## src/i2c_ms_pkg.sv

```systemverilog
package i2c_ms_pkg;

  localparam logic [2:0] MODE_RELEASE      = 3'd0;
  localparam logic [2:0] MODE_START        = 3'd1;
  localparam logic [2:0] MODE_STOP         = 3'd2;
  localparam logic [2:0] MODE_WRITE_BYTE   = 3'd3;
  localparam logic [2:0] MODE_READ_BYTE    = 3'd4;
  localparam logic [2:0] MODE_WRITE_ACK    = 3'd5;
  localparam logic [2:0] MODE_READ_ACK     = 3'd6;
  localparam logic [2:0] MODE_READ_STRETCH = 3'd7;

  localparam int unsigned STEP_W = 5;
  localparam logic [7:0] HALF_PERIOD_RESET = 8'd5;

  typedef logic [STEP_W-1:0] step_t;

  function automatic step_t last_step(input logic [2:0] mode);
    step_t s;
    unique case (mode)
      MODE_RELEASE:      s = step_t'(0);
      MODE_START:        s = step_t'(2);
      MODE_STOP:         s = step_t'(2);
      MODE_WRITE_BYTE:   s = step_t'(24);
      MODE_READ_BYTE:    s = step_t'(16);
      MODE_WRITE_ACK:    s = step_t'(4);
      MODE_READ_ACK:     s = step_t'(3);
      MODE_READ_STRETCH: s = step_t'(0);
      default:           s = step_t'(0);
    endcase
    return s;
  endfunction

endpackage

```

## src/i2c_ms_if.sv

```systemverilog
interface i2c_ms_cmd_if;
  logic       valid;
  logic       ready;
  logic [2:0] mode;
  logic [7:0] data_byte;
  logic       ack_level;
  logic [7:0] sda_samples;
  logic       scl_sample;

  modport source (output valid, mode, data_byte, ack_level, sda_samples, scl_sample,
                  input ready);
  modport sink (input valid, mode, data_byte, ack_level, sda_samples, scl_sample,
                output ready);
endinterface

interface i2c_ms_res_if;
  logic       valid;
  logic       ready;
  logic       sda_level;
  logic       scl_level;
  logic [7:0] read_value;
  logic       last;

  modport source (output valid, sda_level, scl_level, read_value, last, input ready);
  modport sink (input valid, sda_level, scl_level, read_value, last, output ready);
endinterface

```

## src/i2c_master_bit_sequencer_core.sv

```systemverilog
// I2C master line sequencer. Each command word taken on cmd is expanded into a run of
// half-period words on res, one word per SCL half period, giving the open-drain SDA/SCL
// drive levels (1 released); the final word of a command carries last and the read value.
// A command is held in a small sequencer with a step counter and a byte shift register
// that moves out one data bit every three half periods. Within a command the words are
// spaced by the divider counter, reloaded from half_period after each word (0 acts as 1),
// plus any stall on the output, and a command takes 1 to 25 such words (write byte 25, read
// byte 17, or 16 after a stretch). A new command can be accepted in the cycle after the last
// word of the previous one is loaded into the output register, and its first word does not
// wait on the divider, whatever half_period is, only on the output being free. cmd is
// not ready during reset. half_period resets to 5 and only affects timing.
module i2c_master_bit_sequencer_core (
  input  logic                clk,
  input  logic                rst,
  i2c_ms_cmd_if.sink          cmd,
  i2c_ms_res_if.source        res,
  input  logic                cfg_we,
  input  logic [7:0]          cfg_wdata
);

  logic [7:0]          half_period;
  logic                busy;
  logic [2:0]          mode_r;
  logic [7:0]          data_sh;
  logic                ack_r;
  logic [7:0]          samples_r;
  logic                sclin_r;
  i2c_ms_pkg::step_t   step;
  logic [1:0]          ph;
  logic [7:0]          div;
  logic                prev_sda;
  logic                prev_scl;
  logic                stretch_pending;
  logic                res_valid;

  logic                in_acc;
  logic                emit;
  logic                item_sda;
  logic                item_scl;
  logic                item_last;
  logic [7:0]          item_value;

  assign cmd.ready = !busy && !rst;
  assign in_acc    = cmd.valid && cmd.ready;
  assign emit      = busy && (div == 8'd0) && (!res_valid || res.ready);
  assign res.valid = res_valid;
  assign item_last = (step == i2c_ms_pkg::last_step(mode_r));

  always_comb begin
    item_sda = 1'b1;
    item_scl = 1'b1;
    unique case (mode_r)
      i2c_ms_pkg::MODE_RELEASE: begin
        item_sda = 1'b1;
        item_scl = 1'b1;
      end
      i2c_ms_pkg::MODE_START: begin
        item_sda = (step != i2c_ms_pkg::step_t'(2));
        item_scl = (step == i2c_ms_pkg::step_t'(0)) ? prev_scl : 1'b1;
      end
      i2c_ms_pkg::MODE_STOP: begin
        item_sda = (step == i2c_ms_pkg::step_t'(2));
        item_scl = (step == i2c_ms_pkg::step_t'(0)) ? prev_scl : 1'b1;
      end
      i2c_ms_pkg::MODE_WRITE_BYTE: begin
        item_sda = (step == i2c_ms_pkg::step_t'(0)) ? prev_sda : data_sh[7];
        item_scl = (step != i2c_ms_pkg::step_t'(0)) && (ph == 2'd1);
      end
      i2c_ms_pkg::MODE_READ_BYTE: begin
        item_sda = (step == i2c_ms_pkg::step_t'(0)) ? prev_sda : 1'b1;
        item_scl = step[0];
      end
      i2c_ms_pkg::MODE_WRITE_ACK: begin
        priority if (step == i2c_ms_pkg::step_t'(0)) item_sda = prev_sda;
        else if (step == i2c_ms_pkg::step_t'(4))     item_sda = 1'b1;
        else                                         item_sda = ack_r;
        item_scl = (step == i2c_ms_pkg::step_t'(2));
      end
      i2c_ms_pkg::MODE_READ_ACK: begin
        item_sda = (step == i2c_ms_pkg::step_t'(0)) ? prev_sda : 1'b1;
        item_scl = (step == i2c_ms_pkg::step_t'(2));
      end
      i2c_ms_pkg::MODE_READ_STRETCH: begin
        item_sda = prev_sda;
        item_scl = 1'b1;
      end
      default: begin
        item_sda = 1'b1;
        item_scl = 1'b1;
      end
    endcase
  end

  always_comb begin
    item_value = 8'd0;
    if (item_last) begin
      priority case (mode_r)
        i2c_ms_pkg::MODE_READ_BYTE:    item_value = samples_r;
        i2c_ms_pkg::MODE_READ_ACK:     item_value = {7'd0, samples_r[7]};
        i2c_ms_pkg::MODE_READ_STRETCH: item_value = {7'd0, sclin_r};
        default:                       item_value = 8'd0;
      endcase
    end
  end

  always_ff @(posedge clk) begin
    if (rst) begin
      half_period <= i2c_ms_pkg::HALF_PERIOD_RESET;
    end else if (cfg_we) begin
      half_period <= cfg_wdata;
    end
  end

  always_ff @(posedge clk) begin
    if (rst) begin
      busy            <= 1'b0;
      step            <= '0;
      ph              <= 2'd0;
      div             <= 8'd0;
      prev_sda        <= 1'b1;
      prev_scl        <= 1'b1;
      stretch_pending <= 1'b0;
      res_valid       <= 1'b0;
    end else begin
      if (emit) begin
        res_valid <= 1'b1;
      end else if (res.ready) begin
        res_valid <= 1'b0;
      end
      if (in_acc) begin
        busy            <= 1'b1;
        div             <= 8'd0;
        ph              <= 2'd0;
        stretch_pending <= (cmd.mode == i2c_ms_pkg::MODE_READ_STRETCH);
        step            <= ((cmd.mode == i2c_ms_pkg::MODE_READ_BYTE) && stretch_pending)
                           ? i2c_ms_pkg::step_t'(1) : i2c_ms_pkg::step_t'(0);
      end else if (emit) begin
        prev_sda <= item_sda;
        prev_scl <= item_scl;
        div      <= (half_period == 8'd0) ? 8'd0 : half_period - 8'd1;
        if (item_last) begin
          busy <= 1'b0;
        end else begin
          step <= step + i2c_ms_pkg::step_t'(1);
        end
        if ((mode_r == i2c_ms_pkg::MODE_WRITE_BYTE) && (step != i2c_ms_pkg::step_t'(0))) begin
          ph <= (ph == 2'd2) ? 2'd0 : ph + 2'd1;
        end
      end else if (busy && (div != 8'd0)) begin
        div <= div - 8'd1;
      end
    end
  end

  always_ff @(posedge clk) begin
    if (in_acc) begin
      mode_r    <= cmd.mode;
      data_sh   <= cmd.data_byte;
      ack_r     <= cmd.ack_level;
      samples_r <= cmd.sda_samples;
      sclin_r   <= cmd.scl_sample;
    end else if (emit && (mode_r == i2c_ms_pkg::MODE_WRITE_BYTE) && (ph == 2'd2)) begin
      data_sh <= {data_sh[6:0], 1'b0};
    end
    if (emit) begin
      res.sda_level  <= item_sda;
      res.scl_level  <= item_scl;
      res.read_value <= item_value;
      res.last       <= item_last;
    end
  end

`ifndef NO_ASSERTIONS
  a_busy_from_accept: assert property (@(posedge clk) disable iff (rst)
    $rose(busy) |-> $past(in_acc))
    else $error("sequencer started without a command word");

  a_step_in_range: assert property (@(posedge clk) disable iff (rst)
    busy |-> (step <= i2c_ms_pkg::last_step(mode_r)))
    else $error("step counter ran past the last half period");

  a_stretch_set: assert property (@(posedge clk) disable iff (rst)
    (emit && (mode_r == i2c_ms_pkg::MODE_READ_STRETCH)) |-> stretch_pending)
    else $error("stretch flag not set during read stretch");

  a_no_emit_on_stall: assert property (@(posedge clk) disable iff (rst)
    (res_valid && !res.ready) |-> !emit)
    else $error("output word overwritten while stalled");
`endif

endmodule

```

## src/flat_wrapper.sv

```systemverilog
// flat-port wrapper written by rule: the top's interface ports become plain ports
module i2c_master_bit_sequencer_core_flat 
  (clk, rst, cfg_we, cfg_wdata, cmd_valid, cmd_mode, cmd_data_byte, cmd_ack_level, cmd_sda_samples, cmd_scl_sample, cmd_ready, res_valid, res_sda_level, res_scl_level, res_read_value, res_last, res_ready);
  i2c_ms_cmd_if cmd_i ();
  i2c_ms_res_if res_i ();
  input  logic clk;
  input  logic rst;
  input  logic cfg_we;
  input  logic [7:0] cfg_wdata;
  input wire logic [$bits(cmd_i.valid)-1:0] cmd_valid;
  input wire logic [$bits(cmd_i.mode)-1:0] cmd_mode;
  input wire logic [$bits(cmd_i.data_byte)-1:0] cmd_data_byte;
  input wire logic [$bits(cmd_i.ack_level)-1:0] cmd_ack_level;
  input wire logic [$bits(cmd_i.sda_samples)-1:0] cmd_sda_samples;
  input wire logic [$bits(cmd_i.scl_sample)-1:0] cmd_scl_sample;
  output wire logic [$bits(cmd_i.ready)-1:0] cmd_ready;
  output wire logic [$bits(res_i.valid)-1:0] res_valid;
  output wire logic [$bits(res_i.sda_level)-1:0] res_sda_level;
  output wire logic [$bits(res_i.scl_level)-1:0] res_scl_level;
  output wire logic [$bits(res_i.read_value)-1:0] res_read_value;
  output wire logic [$bits(res_i.last)-1:0] res_last;
  input wire logic [$bits(res_i.ready)-1:0] res_ready;
  assign cmd_i.valid = cmd_valid;
  assign cmd_i.mode = cmd_mode;
  assign cmd_i.data_byte = cmd_data_byte;
  assign cmd_i.ack_level = cmd_ack_level;
  assign cmd_i.sda_samples = cmd_sda_samples;
  assign cmd_i.scl_sample = cmd_scl_sample;
  assign cmd_ready = cmd_i.ready;
  assign res_valid = res_i.valid;
  assign res_sda_level = res_i.sda_level;
  assign res_scl_level = res_i.scl_level;
  assign res_read_value = res_i.read_value;
  assign res_last = res_i.last;
  assign res_i.ready = res_ready;
  i2c_master_bit_sequencer_core u_core (.clk(clk), .rst(rst), .cmd(cmd_i), .res(res_i), .cfg_we(cfg_we), .cfg_wdata(cfg_wdata));
endmodule
```

## config.mk

```make
export PLATFORM = sky130hd
export DESIGN_NAME = i2c_master_bit_sequencer_core_flat
export DESIGN_NICKNAME = d
export VERILOG_FILES = /design/src/i2c_ms_pkg.sv /design/src/i2c_ms_if.sv /design/src/i2c_master_bit_sequencer_core.sv /design/src/flat_wrapper.sv
export SDC_FILE = /design/constraint.sdc
export NUM_CORES = 1
export LEC_CHECK = 0
export ABC_AREA = 0
export ABC_CLOCK_PERIOD_IN_PS = 4500
export BUFFER_PORTS_ARGS = -buffer_cell sky130_fd_sc_hd__buf_2
export CAP_MARGIN = 10
export CORE_MARGIN = 2
export CORE_UTILIZATION = 30
export CTS_BUF_LIST = sky130_fd_sc_hd__clkbuf_4 sky130_fd_sc_hd__clkbuf_8
export DETAILED_ROUTE_END_ITERATION = 12
export GPL_ROUTABILITY_DRIVEN = 0
export PLACE_DENSITY = 0.58
export SYNTH_ARGS = -nofsm -noshare
export SYNTH_HDL_FRONTEND = slang
export SYNTH_SLANG_ARGS = --single-unit
```

## constraint.sdc

```tcl
create_clock -name clk -period 4.5 [get_ports clk]
set_input_delay 0.225 -clock clk [delete_from_list [all_inputs] [get_ports clk]]
set_output_delay 0.225 -clock clk [all_outputs]
set_load 0.1 [all_outputs]
```

==> results.toml, run 1 <==
[status]
status = "finished, final reports clean"

[power]
p_leak_uw = 0.00146
p_seq_frac = 0.455
pwr-share-clk = 0.285
p_switching_uw = 525
switching_share = 0.333
ir_drop_mv = 0.187
power.density_nw_per_um2 = 426
p_int_uw = 1050
pwr-share-comb = 0.260

[synth]
ys_top_cells_by_count = "46 x nand2_1, 33 x dfxtp_1, 32 x edfxtp_1, 26 x nor2_1, 21 x a21oi_1"
ys_seq_elements = 65
yosysMostFrequentCell = "nand2_1"
synth_area_per_cell_sq_um = 10.1
synthTopCellsByArea = "edfxtp_1 30%, dfxtp_1 21%, nand2_1 5.5%, ha_1 3.6%, mux2i_1 3.5%"
synth_ff_type = "dfxtp_1"
synthArstFlopShare = 0
synthesis.area_sq_um = 3160
ys_seq_area_frac = 0.514
syn-instance-count = 313
synth.largest_area_cell = "edfxtp_1"
netlist.area_leader.share = 0.304
synth_warnings = 0
synth_nets = 356
synth_edf_count = 32
yosys.cell_types.count = 54

[placement]
placed_area_sq_um = 3520
dpl.hpwl_um = 4890
dp_slack_ns = 1.64
port_buffers = 46
dp_cells = 486

[drt]
drt_first_pass_iters = 4
drc = 0
viasPerCell = 4.81
vias = 2410
wl_per_cell_um = 13.3
drt-total-wl_um = 6650
first_iter_violations = 119
antenna_left = 0

[worst_setup_path]
path_buf_inv = 2
required_ns = 4.72
critPathLaunchType = "register"
crit_path_end_kind = "register"
r2r_cells = 7
arrival_ns = 3.07
crit_type = "reg -> reg"
max_stage_delay_ns = 0.72
critical_path_peak_fanout = 25
critPathTopFamily = "buffers and inverters"
r2r_slack_ns = 1.66
cpMostUsedCell = "inv_1"
cp_slowest_cell = "inv_1"
r2r-start = "u_core.busy"
crit_chain = "nor2_1 > nand2_1 > inv_1 > mux2i_1 > inv_1 > ha_1 > mux2_2"

[global_route]
grt_pass1_vias = 2321
grt-busiest-layer = "met2"
grt_max_degree = 26
track_usage = 0.122
gr-usage-met1 = 0.153
grt_use_met3 = 0.0413
gr-total-overflow = 0
grtUsageMet2 = 0.202
grt_first_pass_wirelength_um = 10900
antenna_found_initial = 0

[worst_hold_path]
min_to = "u_core.samples_r[6]"
hold_depth = 1
min-delay-start = "cmd_sda_samples[6]"
hp-class = "in -> reg"

[sta]
hold_violations = 0
fin_skew_ns = 0.00919
setup_ws_ns = 1.66
post-route-period-util = 0.632
rsz0062_at_grt = "false"
worstMarginPinSlew_ns = 0.859
hold_ws_ns = 0.0691
max_freq_ghz = 0.352
setup_viol = 0
min_period_ns = 2.84
slew_headroom = 0.427
setup-tns-final_ns = 0
slew_violations = 0

[floorplanning]
start_util = 0.307
fp.dieW_um = 107
num_io_pins = 47
rows = 37
fp.dieH_um = 107
coreArea_sq_um = 10300
dieArea_sq_um = 11400

[clock_tree]
clockBufferDepth = 2
root_buffer = "clkbuf_8"
cts_resized = 0
cts_buffers = 9
clkLatencyLatePin_ns = 0.33
postCtsSetupRepairBufs = 0
htree_num_levels = 3
cts_tree = "done"
cts_hold_buf = 0
clkTransAtPathRegs_ns = 0.07
cts.sinks = 65

[layout]
antenna_cells = 0
design_area_sq_um = 3700
num-fill-cells = 1070
stdcell_count = 501
drive_gt1_frac = 0.203
area_growth_pct = 17.2
layout.nets = 404

[run]
max_cap_viol_count = 0
-- logic make-up (layout without fill, tap and decap cells) --
family | after synthesis | after routing | share of synthesized area
and+or+nand+nor | 134 | 134 | 0.225
muxes | 14 | 14 | 0.0456
AOI/OAI and AO/OA | 55 | 55 | 0.115
adders and majority gates | 9 | 9 | 0.0357
DFF | 65 | 65 | 0.514
buffers and inverters | 24 | 76 | 0.0313
xor gates and xnor gates | 12 | 12 | 0.0333
-- worst register-to-register path: stages, from the launching register on --
cell and delay [ns]:
dfxtp_1 0.46, nor2_1 0.26, nand2_1 0.27, inv_1 0.72, mux2i_1 0.45, inv_1 0.10
ha_1 0.23, mux2_2 0.26
-- placed cells by master, fill, tap and decap left out, types with 2 or more instances in the layout --
master,instances
nand3_1,8
clkbuf_8,11
nand2b_1,6
a21oi_1,21
and2_1,12
xnor2_1,8
dfxtp_1,33
a21o_1,2
o211ai_1,3
nor3_1,10
nor2b_1,3
edfxtp_1,32
xor2_1,4
nand4_1,2
clkbuf_4,4
nor4b_2,2
mux2_2,3
mux2i_1,11
nor2_1,26
a32o_1,3
or3_1,4
o21a_1,3
buf_2,46
and3_1,3
inv_1,13
nand4b_1,2
ha_1,9
o21ai_0,7
nor4_1,2
a211oi_1,2
nand2_1,46
-- per-layer routing --
layer	wire length, um	up-vias
met3	350	6
met4	80	0
met1	3020	1138
met2	3200	58
li1	-	1208
met5	0	-
-- cell type report --
| type | instances | area [sq um] | share of cell area |
|---|---|---|---|
| Clock buffer | 15 | 181 | 0.0490 |
| Inverter | 14 | 53.8 | 0.0145 |
| Multi-Input combinational cell | 224 | 1440 | 0.388 |
| Sequential cell | 65 | 1620 | 0.438 |
| Tap cell | 136 | 170 | 0.0460 |
| Timing Repair Buffer | 47 | 238 | 0.0642 |
-- how the worst max path moves through the flow --
stage / from / end / slack, ns / cells after the start
global route: u_core.busy / register / 1.35 / 7
floorplan: u_core.busy / u_core.ack_r / 1.54 / 4
global placement: u_core.busy / register / 1.78 / 7
CTS: u_core.busy / register / 1.61 / 7
finish: u_core.busy / register / 1.66 / 7
detailed placement: u_core.busy / register / 1.64 / 7
-- per-stage QoR --
| step | power [uW] | util |
|---|---|---|
| 2_1_floorplan | 1050 | - |
| 3_3_place_gp | 1140 | 0.342 |
| 3_5_place_dp | 1140 | 0.342 |
| 4_1_cts | 1590 | 0.360 |
| 5_1_grt | 1650 | 0.360 |
| 6_report | 1580 | 0.360 |
-- power groups by stage --
stage               Clock [uW]  Combinational [uW]  Sequential, uW
CTS                        464                 411             718
floorplan                    0                 219             835
global placement             0                 406             729
detailed placement           0                 409             731
global route               486                 444             724
finish                     449                 410             718
-- sequential cells by signal, indices dropped and copies added (netlist names), named ones only --
signal / flops
u_core.div: 8
u_core.res.last: 1
u_core.prev_sda: 1
u_core.res.valid: 1
u_core.samples_r: 8
u_core.mode_r: 3
u_core.ph: 2
u_core.data_sh: 8
u_core.step: 5
u_core.res.sda_level: 1
u_core.res.scl_level: 1
u_core.ack_r: 1
u_core.sclin_r: 1
u_core.busy: 1
u_core.stretch_pending: 1
u_core.prev_scl: 1
u_core.half_period: 8
u_core.res.read_value: 8
No activity file was read; power rests on OpenSTA's default activity.
==> inputs of run 2 (changes only) <==
ABC_CLOCK_PERIOD_IN_PS = 2780   (was 4500)
clock period = 2.78 ns   (was 4.5 ns; I/O delays follow)
==> run 2 against run 1 <==
  * Sequential share of layout area down 1.5 points
  * Final cell count up 2.8%
  * Routed wire length up 2.2%
  * Sequential power up 62%
  * Non-clock buffer count up 13
  * Critical path depth up 1
  * Setup slack worse by 1.0 ns
  * Via count up 3.4%
  * Register-to-register slack worse by 1.0 ns
  * Core utilization up 1.3 points
  * Design area up 3.5%
  * Critical path type unchanged
  * Largest power group unchanged
==> results.toml, run 2 (synthesis gave the netlist of run 1 again) <==
[worst_setup_path]
crit_chain = "inv_1 > ha_1 > nor3b_4 > nand4_4 > clkinv_2 > nand2_2 > or3_1 > a21oi_1"
critPathLaunchType = "register"
max_stage_delay_ns = 0.35
path_buf_inv = 2
critical_path_peak_fanout = 25
crit_path_end_kind = "register"
critPathTopFamily = "simple AND/OR/NAND/NOR gates"
cp_slowest_cell = "nor3b_4"
crit_type = "reg -> reg"
arrival_ns = 2.43
required_ns = 3.05

[global_route]
track_usage = 0.126
grt_pass1_vias = 2386
antenna_found_initial = 0
grt_max_degree = 26
gr-total-overflow = 0
grt_first_pass_wirelength_um = 11300

[layout]
layout.nets = 417
antenna_cells = 0
final_cell_mix = "46 x nand2_1, 46 x buf_2, 33 x dfxtp_1, 32 x edfxtp_1, 25 x nor2_1"
post-route-util = 0.373
area_growth_pct = 21.4
stdcell_count = 515
drive_gt1_frac = 0.203

[clock_tree]
cts_tree = "done"
htree_num_levels = 3
root_buffer = "clkbuf_8"
clkTransAtPathRegs_ns = 0.07
cts.sinks = 65
postCtsSetupRepairBufs = 0
cts_buffers = 9
clkLatencyLatePin_ns = 0.34
clockBufferDepth = 2

[run]
max_cap_viol_count = 0

[floorplanning]
dieArea_sq_um = 11400
coreArea_sq_um = 10300
num_io_pins = 47
start_util = 0.307
fp.dieW_um = 107
fp.dieH_um = 107
rows = 37

[power]
design_power_total_uw = 2620
power.density_nw_per_um2 = 684
p_leak_uw = 0.00151
ir_drop_mv = 0.305

[drt]
drt-total-wl_um = 6800
vias = 2491
drc = 0
drt_first_pass_iters = 4
first_iter_violations = 104
wl_per_cell_um = 13.2
viasPerCell = 4.84
antenna_left = 0

[placement]
port_buffers = 46
dpl.hpwl_um = 4900
dp_cells = 489

[sta]
setup-tns-final_ns = 0
worstMarginPinSlew_ns = 0.767
hold_ws_ns = 0.0134
post-route-period-util = 0.774
max_freq_ghz = 0.465
rsz0062_at_grt = "false"
slew_violations = 0
setup_viol = 0
slew_headroom = 0.484
fin_skew_ns = 0.00670
min_period_ns = 2.15
hold_violations = 0

[worst_hold_path]
hp-class = "in -> reg"

[status]
status = "finished, final reports clean"
[run 2: cell count changes in the layout (fill, tap and decap cells not counted), sizes merged]
cell,delta
buf,+3
clkinv,+4
dlygate4sd3,+10
bufinv,+1
clkbuf,-4
[run 2: layout make-up]
cell class / count / area [sq um]
fill: 1071 / 6450
sequential: 65 / 1620
multi-input combinational: 224 / 1440
timing repair buffer: 60 / 360
tap: 136 / 170
clock buffer: 11 / 139
inverter: 14 / 53.8
clock inverter: 5 / 47.5
[run 2: per-layer routing]
metal,track usage,routed length (um),up-vias
met2,0.204,3160,68
met5,0,0,-
met3,0.0365,340,14
li1,-,-,1235
met4,0.0455,116,0
met1,0.160,3180,1174
[run 2: timing repair]
item	CTS	global route
hold buffers	10	0
endpoints found under the hold margin	10	0
gates resized for setup	0	0
endpoints found under the setup margin	0	0
[run 2: report_power, final]
group / switching (uW) / internal (uW) / total, uW
clock network: 351 / 425 / 776
registers: 61.5 / 1100 / 1160
logic: 478 / 208 / 687
total: 891 / 1730 / 2620
[run 2: path summary, 6_finish.rpt]
path,from,to,slack (ns),depth (start not counted)
hold / removal,cfg_wdata[0],u_core.half_period[0],0.01,3
setup / recovery,u_core.div[0],u_core.ph[0],0.63,8
setup reg to reg,u_core.div[0],u_core.ph[0],0.63,8
hold reg to reg,u_core.stretch_pending,u_core.stretch_pending,0.47,2
[run 2: tightest hold or removal path, stage by stage]
cell and delay [ns]:
buf_2 0.07, nand2_1 0.04, o211ai_1 0.06
[run 2: metrics by stage]
stage                     area (sq um)  setup WS [ns]
final                             3830          0.629
after global placement            3540          0.716
after global routing              3830          0.456
after CTS                         3830          0.611
after detailed placement          3540          0.621
after floorplan                   3160          0.191
